### src/hdl/sqt_pkg.sv
// Package: token kinds, scan modes, keyword table and character classes for the SQL tokenizer.
`timescale 1ns / 1ps
`default_nettype none
package sqt_pkg;

  localparam int unsigned DefaultMaxQueryLen = 65536;
  localparam int unsigned KwCount = 40;
  localparam int unsigned WordBufDepth = 8;
  localparam int unsigned QueueDepth = 4;

  typedef enum logic [3:0] {
    TK_STAR = 4'd0, TK_COMMA = 4'd1, TK_DOT = 4'd2, TK_LPAREN = 4'd3,
    TK_RPAREN = 4'd4, TK_SEMI = 4'd5, TK_STRING = 4'd6, TK_NUMBER = 4'd7,
    TK_KEYWORD = 4'd8, TK_IDENT = 4'd9, TK_OP = 4'd10, TK_END = 4'd11
  } token_kind_t;

  typedef enum logic [2:0] {
    M_IDLE = 3'd0, M_STR = 3'd1, M_ESC = 3'd2, M_NUM = 3'd3, M_WORD = 3'd4, M_OP = 3'd5
  } scan_mode_t;

  typedef struct packed {
    logic [3:0]  token_kind;
    logic [15:0] start_offset;
    logic [15:0] source_length;
    logic [5:0]  keyword_index;
    logic [7:0]  op_first;
    logic [7:0]  op_second;
    logic [15:0] text_length;
    logic        last_of_run;
  } token_t;

  // Bundle of up to three tokens that one byte causes.
  typedef struct packed {
    logic [1:0] count;
    token_t     t0;
    token_t     t1;
    token_t     t2;
  } token_group_t;

  typedef logic [7:0] word_t [WordBufDepth];

  function automatic logic [63:0] kw_entry(input logic [5:0] k);
    case (k)
      6'd0:  kw_entry = "select";   6'd1:  kw_entry = "from";
      6'd2:  kw_entry = "where";    6'd3:  kw_entry = "join";
      6'd4:  kw_entry = "on";       6'd5:  kw_entry = "inner";
      6'd6:  kw_entry = "left";     6'd7:  kw_entry = "right";
      6'd8:  kw_entry = "full";     6'd9:  kw_entry = "natural";
      6'd10: kw_entry = "anti";     6'd11: kw_entry = "outer";
      6'd12: kw_entry = "group";    6'd13: kw_entry = "by";
      6'd14: kw_entry = "order";    6'd15: kw_entry = "asc";
      6'd16: kw_entry = "desc";     6'd17: kw_entry = "limit";
      6'd18: kw_entry = "as";       6'd19: kw_entry = "and";
      6'd20: kw_entry = "having";   6'd21: kw_entry = "between";
      6'd22: kw_entry = "in";       6'd23: kw_entry = "sum";
      6'd24: kw_entry = "count";    6'd25: kw_entry = "avg";
      6'd26: kw_entry = "min";      6'd27: kw_entry = "max";
      6'd28: kw_entry = "or";       6'd29: kw_entry = "not";
      6'd30: kw_entry = "like";     6'd31: kw_entry = "any";
      6'd32: kw_entry = "all";      6'd33: kw_entry = "case";
      6'd34: kw_entry = "insert";   6'd35: kw_entry = "update";
      6'd36: kw_entry = "delete";   6'd37: kw_entry = "into";
      6'd38: kw_entry = "set";      6'd39: kw_entry = "values";
      default: kw_entry = '0;
    endcase
  endfunction

  function automatic logic [3:0] kw_len(input logic [5:0] k);
    logic [63:0] e;
    logic [3:0]  n;
    e = kw_entry(k);
    n = '0;
    for (int i = 0; i < 8; i++) begin
      if (e[8*i +: 8] != 8'd0) n = n + 4'd1;
    end
    return n;
  endfunction

  // Character j of keyword k (string literal is right-aligned).
  function automatic logic [7:0] kw_char(input logic [5:0] k, input logic [2:0] j);
    logic [63:0] e;
    logic [3:0]  n;
    logic [3:0]  p;
    e = kw_entry(k);
    n = kw_len(k);
    p = n - 4'd1 - {1'b0, j};
    return e[8*p[2:0] +: 8];
  endfunction

  function automatic logic is_digit(input logic [7:0] c);
    return c >= "0" && c <= "9";
  endfunction
  function automatic logic is_alpha(input logic [7:0] c);
    return (c >= "a" && c <= "z") || (c >= "A" && c <= "Z");
  endfunction
  function automatic logic is_space(input logic [7:0] c);
    return c == " " || (c >= 8'd9 && c <= 8'd13);
  endfunction
  function automatic logic is_word_char(input logic [7:0] c);
    return is_alpha(c) || is_digit(c) || c == "_";
  endfunction
  function automatic logic [7:0] to_lower(input logic [7:0] c);
    return (c >= "A" && c <= "Z") ? c + 8'd32 : c;
  endfunction
  function automatic logic is_op_char(input logic [7:0] c);
    return c == "=" || c == "<" || c == ">" || c == "!" || c == "~" || c == "+" ||
           c == "-" || c == "/" || c == "%" || c == "&" || c == "|" || c == "^";
  endfunction
  function automatic logic op_pairs(input logic [7:0] a, input logic [7:0] b);
    if (a == "<") return b == "<" || b == "=";
    if (a == ">") return b == ">" || b == "=";
    return b == "=" || b == ">" || b == "<" || b == "|";
  endfunction
  function automatic logic [15:0] sat_inc(input logic [15:0] v);
    return (v != 16'hFFFF) ? v + 16'd1 : v;
  endfunction

endpackage
`default_nettype wire

### src/hdl/sqt_stream_if.sv
// Valid/ready stream interface carrying one item of a given payload type.
`timescale 1ns / 1ps
`default_nettype none
interface sqt_stream_if #(parameter type payload_t = logic [8:0]);
  logic     valid;
  logic     ready;
  payload_t data;
  modport source (output valid, output data, input ready);
  modport sink (input valid, input data, output ready);
endinterface
`default_nettype wire

### src/hdl/sqt_scanner.sv
// Front end: scan state machine turning each byte into a group of up to three tokens.
`timescale 1ns / 1ps
`default_nettype none
module sqt_scanner #(
  parameter int unsigned MAX_QUERY_LEN = sqt_pkg::DefaultMaxQueryLen
) (
  input  wire logic                 clk,
  input  wire logic                 rst,
  input  wire logic                 step,
  input  wire logic [7:0]           byte_in,
  input  wire logic                 final_byte,
  output sqt_pkg::token_group_t     group
);
  import sqt_pkg::*;

  localparam logic [15:0] PosLimit =
    (MAX_QUERY_LEN - 1 < 65535) ? 16'(MAX_QUERY_LEN - 1) : 16'hFFFF;

  scan_mode_t  mode, mode_next;
  logic [7:0]  quote_char, quote_char_next;
  logic [15:0] byte_position, byte_position_next;
  logic [15:0] token_start, token_start_next;
  logic [15:0] unescaped_count, unescaped_count_next;
  logic [15:0] word_length, word_length_next;
  logic [7:0]  pending_op_char, pending_op_char_next;
  logic [7:0]  word_buffer [WordBufDepth];
  logic        wb_we;
  logic [2:0]  wb_addr;
  logic [7:0]  wb_data;

  token_t      toks [3];
  logic [1:0]  n;
  logic [5:0]  kw_idx;
  logic        kw_hit;

  // Parallel keyword match against the current buffered word.
  always_comb begin
    logic eq;
    kw_hit = 1'b0;
    kw_idx = '0;
    for (int k = KwCount - 1; k >= 0; k--) begin
      eq = (word_length <= 16'd7) && ({12'd0, kw_len(6'(k))} == word_length);
      for (int j = 0; j < 7; j++) begin
        if (16'(j) < word_length && kw_char(6'(k), 3'(j)) != word_buffer[j]) eq = 1'b0;
      end
      if (eq) begin
        kw_hit = 1'b1;
        kw_idx = 6'(k);
      end
    end
  end

  // Match for a word that grows by this byte and is closed by the final byte.
  logic [7:0]  wnew [WordBufDepth];
  logic [15:0] wlen_grown;
  logic [5:0]  fkw_idx;
  logic        fkw_hit;
  always_comb begin
    logic eq;
    for (int j = 0; j < WordBufDepth; j++) wnew[j] = word_buffer[j];
    if (word_length < 16'(WordBufDepth)) wnew[word_length[2:0]] = to_lower(byte_in);
    wlen_grown = sat_inc(word_length);
    fkw_hit = 1'b0;
    fkw_idx = '0;
    for (int k = KwCount - 1; k >= 0; k--) begin
      eq = (wlen_grown <= 16'd7) && ({12'd0, kw_len(6'(k))} == wlen_grown);
      for (int j = 0; j < 7; j++) begin
        if (16'(j) < wlen_grown && kw_char(6'(k), 3'(j)) != wnew[j]) eq = 1'b0;
      end
      if (eq) begin
        fkw_hit = 1'b1;
        fkw_idx = 6'(k);
      end
    end
  end

  function automatic token_t mk(input token_kind_t k, input logic [15:0] s,
                                input logic [15:0] sl, input logic [5:0] kw,
                                input logic [7:0] o1, input logic [7:0] o2,
                                input logic [15:0] tl);
    token_t t;
    t.token_kind = k;
    t.start_offset = s;
    t.source_length = sl;
    t.keyword_index = kw;
    t.op_first = o1;
    t.op_second = o2;
    t.text_length = tl;
    t.last_of_run = 1'b0;
    return t;
  endfunction

  always_comb begin
    logic        restart;
    logic [15:0] pos;
    logic [15:0] nxt;
    logic [15:0] span;
    scan_mode_t  mcur;
    logic [15:0] ucnt;
    pos = byte_position;
    mode_next = mode;
    quote_char_next = quote_char;
    byte_position_next = byte_position;
    token_start_next = token_start;
    unescaped_count_next = unescaped_count;
    word_length_next = word_length;
    pending_op_char_next = pending_op_char;
    wb_we = 1'b0;
    wb_addr = '0;
    wb_data = to_lower(byte_in);
    n = '0;
    for (int i = 0; i < 3; i++) toks[i] = '0;
    restart = 1'b0;
    case (mode)
      M_STR: begin
        if (byte_in == quote_char) begin
          toks[n] = mk(TK_STRING, token_start, sat_inc(pos) - token_start, '0, '0, '0,
                       unescaped_count);
          n = n + 2'd1;
          mode_next = M_IDLE;
        end else if (byte_in == "\\") begin
          mode_next = M_ESC;
        end else begin
          unescaped_count_next = sat_inc(unescaped_count);
        end
      end
      M_ESC: begin
        unescaped_count_next = sat_inc(unescaped_count);
        mode_next = M_STR;
      end
      M_NUM: begin
        if (!(is_digit(byte_in) || byte_in == ".")) begin
          toks[n] = mk(TK_NUMBER, token_start, pos - token_start, '0, '0, '0,
                       pos - token_start);
          n = n + 2'd1;
          mode_next = M_IDLE;
          restart = 1'b1;
        end
      end
      M_WORD: begin
        if (is_word_char(byte_in)) begin
          if (word_length < 16'(WordBufDepth)) begin
            wb_we = 1'b1;
            wb_addr = word_length[2:0];
          end
          word_length_next = sat_inc(word_length);
        end else begin
          toks[n] = kw_hit ? mk(TK_KEYWORD, token_start, pos - token_start, kw_idx, '0, '0,
                                word_length)
                           : mk(TK_IDENT, token_start, pos - token_start, '0, '0, '0,
                                word_length);
          n = n + 2'd1;
          mode_next = M_IDLE;
          restart = 1'b1;
        end
      end
      M_OP: begin
        mode_next = M_IDLE;
        if (op_pairs(pending_op_char, byte_in)) begin
          toks[n] = mk(TK_OP, token_start, 16'd2, '0, pending_op_char, byte_in, 16'd2);
          n = n + 2'd1;
        end else begin
          toks[n] = mk(TK_OP, token_start, 16'd1, '0, pending_op_char, '0, 16'd1);
          n = n + 2'd1;
          restart = 1'b1;
        end
      end
      default: begin
        mode_next = M_IDLE;
        restart = 1'b1;
      end
    endcase
    if (restart && !is_space(byte_in)) begin
      case (byte_in)
        "*": begin toks[n] = mk(TK_STAR, pos, 16'd1, '0, '0, '0, 16'd1); n = n + 2'd1; end
        ",": begin toks[n] = mk(TK_COMMA, pos, 16'd1, '0, '0, '0, 16'd1); n = n + 2'd1; end
        ".": begin toks[n] = mk(TK_DOT, pos, 16'd1, '0, '0, '0, 16'd1); n = n + 2'd1; end
        "(": begin toks[n] = mk(TK_LPAREN, pos, 16'd1, '0, '0, '0, 16'd1); n = n + 2'd1; end
        ")": begin toks[n] = mk(TK_RPAREN, pos, 16'd1, '0, '0, '0, 16'd1); n = n + 2'd1; end
        ";": begin toks[n] = mk(TK_SEMI, pos, 16'd1, '0, '0, '0, 16'd1); n = n + 2'd1; end
        default: begin
          token_start_next = pos;
          if (byte_in == "'" || byte_in == "\"") begin
            mode_next = M_STR;
            quote_char_next = byte_in;
            unescaped_count_next = '0;
          end else if (is_digit(byte_in)) begin
            mode_next = M_NUM;
          end else if (is_alpha(byte_in) || byte_in == "_") begin
            mode_next = M_WORD;
            wb_we = 1'b1;
            wb_addr = '0;
            word_length_next = 16'd1;
          end else if (is_op_char(byte_in)) begin
            mode_next = M_OP;
            pending_op_char_next = byte_in;
          end else begin
            toks[n] = mk(TK_IDENT, pos, 16'd1, '0, '0, '0, 16'd1);
            n = n + 2'd1;
          end
        end
      endcase
    end
    if (final_byte) begin
      mcur = mode_next;
      ucnt = unescaped_count_next;
      nxt = (byte_position < PosLimit) ? byte_position + 16'd1 : PosLimit;
      span = (nxt >= token_start_next) ? nxt - token_start_next : 16'd0;
      case (mcur)
        M_ESC: begin
          toks[n] = mk(TK_STRING, token_start_next, span, '0, '0, '0, sat_inc(ucnt));
          n = n + 2'd1;
        end
        M_STR: begin
          toks[n] = mk(TK_STRING, token_start_next, span, '0, '0, '0, ucnt);
          n = n + 2'd1;
        end
        M_NUM: begin
          toks[n] = mk(TK_NUMBER, token_start_next, span, '0, '0, '0, span);
          n = n + 2'd1;
        end
        M_WORD: begin
          // a word opened by this byte has one character and is never a keyword
          if (mode == M_WORD && fkw_hit) begin
            toks[n] = mk(TK_KEYWORD, token_start_next, span, fkw_idx, '0, '0,
                         word_length_next);
          end else begin
            toks[n] = mk(TK_IDENT, token_start_next, span, '0, '0, '0, word_length_next);
          end
          n = n + 2'd1;
        end
        M_OP: begin
          toks[n] = mk(TK_OP, token_start_next, 16'd1, '0, pending_op_char_next, '0, 16'd1);
          n = n + 2'd1;
        end
        default: ;
      endcase
      toks[n] = mk(TK_END, nxt, '0, '0, '0, '0, '0);
      n = n + 2'd1;
      mode_next = M_IDLE;
      quote_char_next = '0;
      byte_position_next = '0;
      token_start_next = '0;
      unescaped_count_next = '0;
      word_length_next = '0;
      pending_op_char_next = '0;
    end else if (byte_position < PosLimit) begin
      byte_position_next = byte_position + 16'd1;
    end
  end

  always_comb begin
    token_t t [3];
    for (int i = 0; i < 3; i++) begin
      t[i] = toks[i];
      if (2'(i) == n - 2'd1) t[i].last_of_run = 1'b1;
    end
    group.count = n;
    group.t0 = t[0];
    group.t1 = t[1];
    group.t2 = t[2];
  end

  always_ff @(posedge clk) begin
    if (step && wb_we) word_buffer[wb_addr] <= wb_data;
  end

  always_ff @(posedge clk) begin
    if (rst) begin
      mode <= M_IDLE;
      quote_char <= '0;
      byte_position <= '0;
      token_start <= '0;
      unescaped_count <= '0;
      word_length <= '0;
      pending_op_char <= '0;
    end else if (step) begin
      mode <= mode_next;
      quote_char <= quote_char_next;
      byte_position <= byte_position_next;
      token_start <= token_start_next;
      unescaped_count <= unescaped_count_next;
      word_length <= word_length_next;
      pending_op_char <= pending_op_char_next;
    end
  end

  a_pos_limit: assert property (@(posedge clk) disable iff (rst) byte_position <= PosLimit)
    else $error("position beyond limit");
  a_final_end: assert property (@(posedge clk) disable iff (rst)
    step && final_byte |-> group.count != 2'd0) else $error("final byte gave no end token");
  a_final_reset: assert property (@(posedge clk) disable iff (rst)
    step && final_byte |=> byte_position == 16'd0 && mode == M_IDLE)
    else $error("state not cleared after final byte");
endmodule
`default_nettype wire

### src/hdl/sqt_group_queue.sv
// Short queue of token groups between the scanner and the output serialiser.
`timescale 1ns / 1ps
`default_nettype none
module sqt_group_queue (
  input  wire logic                 clk,
  input  wire logic                 rst,
  input  wire logic                 push,
  input  wire sqt_pkg::token_group_t push_data,
  output logic                      full,
  input  wire logic                 pop,
  output logic                      empty,
  output sqt_pkg::token_group_t     head
);
  import sqt_pkg::*;

  localparam int unsigned Aw = $clog2(QueueDepth);

  token_group_t mem [QueueDepth];
  logic [Aw-1:0] wr_ptr, rd_ptr;
  logic [Aw:0]   fill;

  assign full = fill == (Aw+1)'(QueueDepth);
  assign empty = fill == '0;
  assign head = mem[rd_ptr];

  always_ff @(posedge clk) begin
    if (push) mem[wr_ptr] <= push_data;
  end

  always_ff @(posedge clk) begin
    if (rst) begin
      wr_ptr <= '0;
      rd_ptr <= '0;
      fill <= '0;
    end else begin
      if (push) wr_ptr <= wr_ptr + 1'b1;
      if (pop) rd_ptr <= rd_ptr + 1'b1;
      fill <= fill + (Aw+1)'(push) - (Aw+1)'(pop);
    end
  end

  a_no_overflow: assert property (@(posedge clk) disable iff (rst) push |-> !full || pop)
    else $error("queue overflow");
  a_no_underflow: assert property (@(posedge clk) disable iff (rst) pop |-> !empty)
    else $error("queue underflow");
  a_fill_step: assert property (@(posedge clk) disable iff (rst)
    push && !pop |=> fill == $past(fill) + 1'b1) else $error("fill count slip");
endmodule
`default_nettype wire

### src/hdl/sqt_emitter.sv
// Back end: sends each queued group's tokens through an output register, one per cycle while ready.
`timescale 1ns / 1ps
`default_nettype none
module sqt_emitter (
  input  wire logic                  clk,
  input  wire logic                  rst,
  input  wire logic                  empty,
  input  wire sqt_pkg::token_group_t head,
  output logic                       pop,
  sqt_stream_if.source               tok_out
);
  import sqt_pkg::*;

  logic [1:0] sel;
  logic       load;
  token_t     cur;

  always_comb begin
    case (sel)
      2'd0: cur = head.t0;
      2'd1: cur = head.t1;
      default: cur = head.t2;
    endcase
  end

  assign load = !empty && head.count != 2'd0 && (!tok_out.valid || tok_out.ready);
  assign pop = !empty && (head.count == 2'd0 || (load && sel == head.count - 2'd1));

  always_ff @(posedge clk) begin
    if (load) tok_out.data <= cur;
  end

  always_ff @(posedge clk) begin
    if (rst) begin
      tok_out.valid <= 1'b0;
      sel <= '0;
    end else begin
      if (load) tok_out.valid <= 1'b1;
      else if (tok_out.ready) tok_out.valid <= 1'b0;
      if (pop) sel <= '0;
      else if (load) sel <= sel + 2'd1;
    end
  end

  a_sel_range: assert property (@(posedge clk) disable iff (rst) !empty |-> sel < 2'd3)
    else $error("token select out of range");
  a_last_pop: assert property (@(posedge clk) disable iff (rst)
    load && cur.last_of_run |-> pop) else $error("group left after last token");
  a_hold: assert property (@(posedge clk) disable iff (rst)
    tok_out.valid && !tok_out.ready |=> tok_out.valid) else $error("output dropped");
endmodule
`default_nettype wire

### src/hdl/sql_query_tokenizer.sv
// Top level of the streaming SQL tokenizer.
`timescale 1ns / 1ps
`default_nettype none
// Takes one query byte per cycle and returns token descriptors, one per cycle on the output
// while it is ready. A byte may close a token, open a one-byte token and, when final, add an
// end token, so it yields up to three items; the group is held in a four-entry queue and the
// emitter drains it at one token per cycle while the output is ready. Input rate is one byte
// per cycle while output keeps pace, and the back end sets the sustained rate on token-dense
// text. Keywords are matched against all 40 entries in parallel in the cycle the word closes.
module sql_query_tokenizer #(
  parameter int unsigned MAX_QUERY_LEN = sqt_pkg::DefaultMaxQueryLen
) (
  input wire logic     clk,
  input wire logic     rst,
  sqt_stream_if.sink   byte_stream,
  sqt_stream_if.source token_stream
);
  import sqt_pkg::*;

  token_group_t group, head;
  logic         full, empty, pop, step;

  assign byte_stream.ready = !full;
  assign step = byte_stream.valid && byte_stream.ready;

  sqt_scanner #(.MAX_QUERY_LEN(MAX_QUERY_LEN)) u_scanner (
    .clk(clk), .rst(rst), .step(step),
    .byte_in(byte_stream.data[8:1]), .final_byte(byte_stream.data[0]), .group(group)
  );

  sqt_group_queue u_queue (
    .clk(clk), .rst(rst), .push(step), .push_data(group), .full(full),
    .pop(pop), .empty(empty), .head(head)
  );

  sqt_emitter u_emitter (
    .clk(clk), .rst(rst), .empty(empty), .head(head), .pop(pop), .tok_out(token_stream)
  );
endmodule
`default_nettype wire
### src/flat_wrapper.sv
// flat-port wrapper written by rule: the top's interface ports become plain ports
module sql_query_tokenizer_flat import sqt_pkg::*;
#(
  parameter int unsigned MAX_QUERY_LEN = sqt_pkg::DefaultMaxQueryLen
)
  (clk, rst, byte_stream_valid, byte_stream_data, byte_stream_ready, token_stream_valid, token_stream_data, token_stream_ready);
  sqt_stream_if byte_stream_i ();
  sqt_stream_if token_stream_i ();
  input wire logic clk;
  input wire logic rst;
  input wire logic [$bits(byte_stream_i.valid)-1:0] byte_stream_valid;
  input wire logic [$bits(byte_stream_i.data)-1:0] byte_stream_data;
  output wire logic [$bits(byte_stream_i.ready)-1:0] byte_stream_ready;
  output wire logic [$bits(token_stream_i.valid)-1:0] token_stream_valid;
  output wire logic [$bits(token_stream_i.data)-1:0] token_stream_data;
  input wire logic [$bits(token_stream_i.ready)-1:0] token_stream_ready;
  assign byte_stream_i.valid = byte_stream_valid;
  assign byte_stream_i.data = byte_stream_data;
  assign byte_stream_ready = byte_stream_i.ready;
  assign token_stream_valid = token_stream_i.valid;
  assign token_stream_data = token_stream_i.data;
  assign token_stream_i.ready = token_stream_ready;
  sql_query_tokenizer #(.MAX_QUERY_LEN(MAX_QUERY_LEN)) u_core (.clk(clk), .rst(rst), .byte_stream(byte_stream_i), .token_stream(token_stream_i));
endmodule
### config.mk
export PLATFORM = sky130hd
export DESIGN_NAME = sql_query_tokenizer_flat
export DESIGN_NICKNAME = d
export VERILOG_FILES = /design/src/hdl/sqt_pkg.sv /design/src/hdl/sqt_stream_if.sv /design/src/hdl/sqt_scanner.sv /design/src/hdl/sqt_group_queue.sv /design/src/hdl/sqt_emitter.sv /design/src/hdl/sql_query_tokenizer.sv /design/src/flat_wrapper.sv
export SDC_FILE = /design/constraint.sdc
export NUM_CORES = 1
export LEC_CHECK = 0
export ABC_AREA = 1
export BUFFER_PORTS_ARGS = -buffer_cell sky130_fd_sc_hd__buf_2
export CAP_MARGIN = 20
export CORE_AREA = 2 2 407 247
export DETAILED_ROUTE_END_ITERATION = 10
export DIE_AREA = 0 0 409 249
export HOLD_SLACK_MARGIN = 0.1
export PLACE_DENSITY = 0.76
export SLEW_MARGIN = 20
export SYNTH_ARGS = -nofsm -noshare
export SYNTH_HDL_FRONTEND = slang
export SYNTH_HIERARCHICAL = 1
export SYNTH_SLANG_ARGS = --single-unit
export TNS_END_PERCENT = 5
### constraint.sdc
create_clock -name clk -period 16.3 [get_ports clk]
set_clock_uncertainty 0.05 [all_clocks]
set_input_delay 4.075 -clock clk [delete_from_list [all_inputs] [get_ports clk]]
set_output_delay 4.075 -clock clk [all_outputs]
set_load 0.05 [all_outputs]
Yosys cells after proc, flatten, opt, wreduce, memory -nomap -nowiden
Memories as Yosys holds them, arrays and structs flattened. A register that Yosys moved wholly into a read port is not among the register bits.
Cells that the tools add are included.

word-level totals
  logic and storage cells = 1359
  output and inout bits = 11
  register bits after elaboration = 102
  memories kept = 2
  input port bits = 13
  bits in writable memories = 972

memory list
  memory                        depth  width  rd ports  clocked after memory_dff  wr ports  line                   source
  u_core.u_queue.mem            4      227    1         1                         1         sqt_group_queue.sv:18  token_group_t mem [QueueDepth];
  u_core.u_scanner.word_buffer  8      8      8         0                         1         sqt_scanner.sv:26      logic [7:0] word_buffer [WordBufDepth];

operators by class
  bitwise gates (word level) = 4
  add/subtract/negate cells = 18
  equal/unequal tests = 206
  reduce and logical (&&, ||, !) cells = 238
  muxes and demuxes = 843
  $lt $le $gt $ge = 35

operators by type and width
  kind                                                                          count
  225-bit bitwise mux                                                           14
  225-bit 2-to-1 mux                                                            8
  225-bit one-hot mux with 6 select lines                                       1
  7-bit by 8-bit inequality test with 1-bit output, first input constant        148
  225-bit one-hot mux with 5 select lines                                       1
  1-bit 2-to-1 mux                                                              651
  6-bit 2-to-1 mux                                                              80
  75-bit demux with 2-bit select                                                3
  16-bit 2-to-1 mux                                                             25
  75-bit 2-to-1 mux                                                             4
  75-bit one-hot mux with 4 select lines                                        1
  1-bit logical AND                                                             186
  8-bit by 6-bit == test with 1-bit output, second input constant               20
  74-bit 2-to-1 mux                                                             2
  3-bit by 16-bit == test with 1-bit output, first input constant               8
  8-bit 2-to-1 mux                                                              13
  3-bit by 16-bit less-than comparator with 1-bit output, first input constant  6
  8-bit nonzero test                                                            10
  72-bit 2-to-1 mux                                                             1
  16-bit by 1-bit adder with 16-bit output, second input constant               4
  64-bit bitwise mux                                                            1
  2-bit by 16-bit == test with 1-bit output, first input constant               4
  1-bit by 16-bit less-than comparator with 1-bit output, first input constant  4
  2-bit by 16-bit less-than comparator with 1-bit output, first input constant  4
  53 further kinds                                                              145

Depth between registers and ports, before layout
An unclocked memory read counts as a cell.

  depth after elaboration = 67
  gate-level depth with buffers = 42
  gate-level depth less buffers = 39

By module
Netlist, hierarchy kept.

by module, submodules not included
  module               times used  sequential area each (µm²)  cells each  area an instance (µm²)
  sqt_group_queue      1           27446.3                     2704        36075.8
  sqt_scanner          1           3343.2                      3951        21700.8
  sqt_emitter          1           330.3                       78          680.7
  sql_query_tokenizer  1           0.0                         3           13.8

Least setup slack after synthesis
No wires, ideal clock.

  path kind = input to register
  start = input byte_stream_valid
  end = memory u_core/u_queue/mem[0][0] in the netlist's numbering (enable)
  arrival time = 8785 ps
  buffers on the path = 0
  stages = 4
  slack = 6886 ps
  setup time = 579 ps
  data required time = 15671 ps
  path through = inv_1 -> nor2_2 -> nand2_1 -> inv_1

on the way
  longest elaborated chain between the ends = 3

ends and longest elaborated chain
  element                                 line                       source
  start: declaration                      flat_wrapper.sv:11         input wire logic [$bits(byte_stream_i.valid)-1:0] byte_stream_valid;
  1-bit logical AND                       sql_query_tokenizer.sv:24  assign step = byte_stream.valid && byte_stream.ready;
  net u_core.step                         sql_query_tokenizer.sv:21  logic full, empty, pop, step;
  1-bit 2-to-1 mux                        sqt_group_queue.sv:27      if (push) mem[wr_ptr] <= push_data;
  1-bit 2-to-1 mux (not written as such)  sqt_group_queue.sv:27
  end: declaration                        sqt_group_queue.sv:18

The timed path passes the listed nets, and every way through them passes these cells.

==> results.sh <==
export IMPL_cellInternalPower_mw=1.11
export IMPL_layout_min_cycle_time_ps=9080
export IMPL_flow_area_growth_from_synthesis_pct=13.9
export IMPL_holdCritPathClass="flop to flop"
export IMPL_die_y_um=249
export IMPL_critPathMaxStageDelay_ps=380
export IMPL_timing_hold_violations_final=0
export IMPL_drt_drc_violations_left=0
export IMPL_r2r_start="u_core/u_scanner/mode[0]"
export IMPL_pre_cts_ws_ps=6850
export IMPL_number_of_clock_buffers_inserted_by_tritoncts=25
export IMPL_clock_insertion_delay_worst_skew_ps=550
export IMPL_power_combinational_fraction_pct=26.6
export IMPL_drt_first_pass_iters=6
export IMPL_wire_length_reported_by_the_detailed_router_um=38000
export IMPL_cp_max_delay_cell="sky130_fd_sc_hd__o31ai_1"
export IMPL_die_w_um=409
export IMPL_grt_start_max_net_pins=117
export IMPL_synth_avg_cell_area_um2=7.17
export IMPL_worst_endpoint_arrival_ps=9320
export IMPL_ff2ff_setup_slack_ps=9930
export IMPL_final_critical_path_setup_slack_ps=7220
export IMPL_sum_of_net_half_perimeters_after_detailed_placement_um=27200
export IMPL_cts_setup_buffers=0
export IMPL_critical_path_startpoint="byte_stream_data[2]"
export IMPL_totalNegativeSetupSlack_ps=0
export IMPL_worstMarginPinSlew_ps=929
export IMPL_port_buffer_count=23
export IMPL_static_leakage_power_nw=6.38
export IMPL_routabilityCongestion=0.969
export IMPL_drive_above_1_share_pct=8.29
export IMPL_cts_root_buf="sky130_fd_sc_hd__clkbuf_16"
export IMPL_syn_cell_area_mm2=0.0144
export IMPL_boundaryPins=24
export IMPL_max_cap_violations=0
export IMPL_most_frequent_cell_on_the_critical_path="sky130_fd_sc_hd__nand2_1"
export IMPL_worst_slew_margin_pct=37.5
export IMPL_cts_hold_buffers=0
export IMPL_final_antenna_net_count=0
export IMPL_vdd_drop_max_uv=78.4
export IMPL_start_util_pct=14.8
export IMPL_setup_viol=0
export IMPL_totalPowerFinal_mw=1.71
export IMPL_grt_pass1_vias=11300
export IMPL_post_cts_resize_count=0
export IMPL_final_min_period_over_clock_period_pct=55.7
export IMPL_drt_wirelength_per_cell_um=11.6
export IMPL_holdWs_ps=408
export IMPL_mostFrequentLayoutCell="sky130_fd_sc_hd__nand2_1"
export IMPL_fp_dieArea_mm2=0.102
export IMPL_startpoint_class="primary input"
export IMPL_clockPowerShare_pct=33.3
export IMPL_fillCellCount=11000
export IMPL_htree_num_levels=1
export IMPL_route_vias_total=12500
export IMPL_grt_first_pass_wirelength_um=60700
export IMPL_launch_point_of_the_worst_hold_path="u_core/u_scanner/quote_char[3]"
export IMPL_critical_path_endpoint_type="flop"
export IMPL_overflow=0
export IMPL_p_sw_mw=0.601
export IMPL_gr_usage_all_layers_pct=7.14
export IMPL_sequential_share_of_power_pct=40.0
export IMPL_tritoncts_clock_tree="yes"
export IMPL_final_max_slew_violation_count=0
export IMPL_path_class="primary input to flop"
export IMPL_maxClockFrequency_mhz=110
export IMPL_via_per_inst=3.84
export IMPL_drt_iter0_markers=1626
export IMPL_netSwitchingFraction_pct=35.1
export IMPL_clk_transition_reported_paths_ps=60
export IMPL_run_status="completed"
export IMPL_ctsLongestPathBuffers=3
export IMPL_design_final_nets=1988
export IMPL_synthesis_nets=2078
export IMPL_layout_common_cells="451 x sky130_fd_sc_hd__nand2_1, 321 x sky130_fd_sc_hd__inv_1, 185 x sky130_fd_sc_hd__a21oi_1"
export IMPL_antenna_found_initial=1
export IMPL_path_max_fanout=32
export IMPL_core_area_mm2=0.0979
export IMPL_power_density_mw_per_mm2=104
export IMPL_worst_endpoint_required_ps=16540
export IMPL_tritoncts_num_sinks=220
export IMPL_syn_inst=2014
export IMPL_insertedDiodeCount=0
export IMPL_floorplan_rows=89
export IMPL_rsz0062_at_grt="false"
export IMPL_synth_warning_count=6
==> critical path: cells and delay by family <==
kind            cells  cell delay (ps)
compound gates      7             1420
fa+ha+maj           2              390
buf+inv             8             1050
simple gates       20             2350
==> flip-flops by register name, indices dropped and copies added (netlist names), named ones only <==
name and cells:
u_core/u_queue/mem 116, u_core/u_emitter/sel 2, u_core/u_scanner/pending_op_char 8, u_core/u_scanner/mode 3, u_core/u_emitter/tok_out.valid 1, u_core/u_queue/wr_ptr 2
u_core/u_queue/fill 3, u_core/u_scanner/token_start 16, u_core/u_scanner/unescaped_count 16, u_core/u_scanner/byte_position 16, u_core/u_scanner/word_length 16, u_core/u_scanner/quote_char 8
u_core/u_emitter/tok_out.data 9, u_core/u_queue/rd_ptr 2
==> stage by stage <==
step	util, %	cell area [µm²]	cells
finish	16.8	16400	3262
global route	16.8	16400	3262
CTS	16.8	16400	3261
detailed placement	15.9	15600	3215
global placement	15.9	15600	3215
floorplan	-	14400	2014
==> area by class of cell <==
cell class	instances	area [µm²]	area share (%)
multi-input cells	1288	6740	41.0
clock buffers	28	637	3.87
clock inverters	18	190	1.16
repair buffers	36	233	1.42
flip-flops and latches	220	5660	34.4
inverters	353	1340	8.13
well taps	1319	1650	10.0
==> power groups by stage <==
| stage | Combinational, mW | Clock (mW) | Sequential, mW |
|---|---|---|---|
| 6_report | 0.457 | 0.571 | 0.686 |
| 5_1_grt | 0.511 | 0.610 | 0.695 |
| 2_1_floorplan | 0.323 | 0 | 0.728 |
| 3_3_place_gp | 0.429 | 0 | 0.715 |
| 3_5_place_dp | 0.438 | 0 | 0.716 |
| 4_1_cts | 0.440 | 0.586 | 0.705 |
==> layer usage <==
layer	GRT usage (%)	vias up	share of wire, %
li1	-	6256	-
met1	10.6	5673	47
met2	10.4	557	41
met3	1.65	47	10
met4	1.48	0	1.6
met5	0	-	0
==> final timing paths <==
kind / end / depth (start not counted)
setup / recovery: u_core/u_queue/mem[3][151] / 37
hold / removal: u_core/u_scanner/quote_char[3] / 2
setup reg to reg: u_core/u_queue/mem[3][151] / 34
hold reg to reg: u_core/u_scanner/quote_char[3] / 2
No activity file was read; power rests on OpenSTA's default activity.
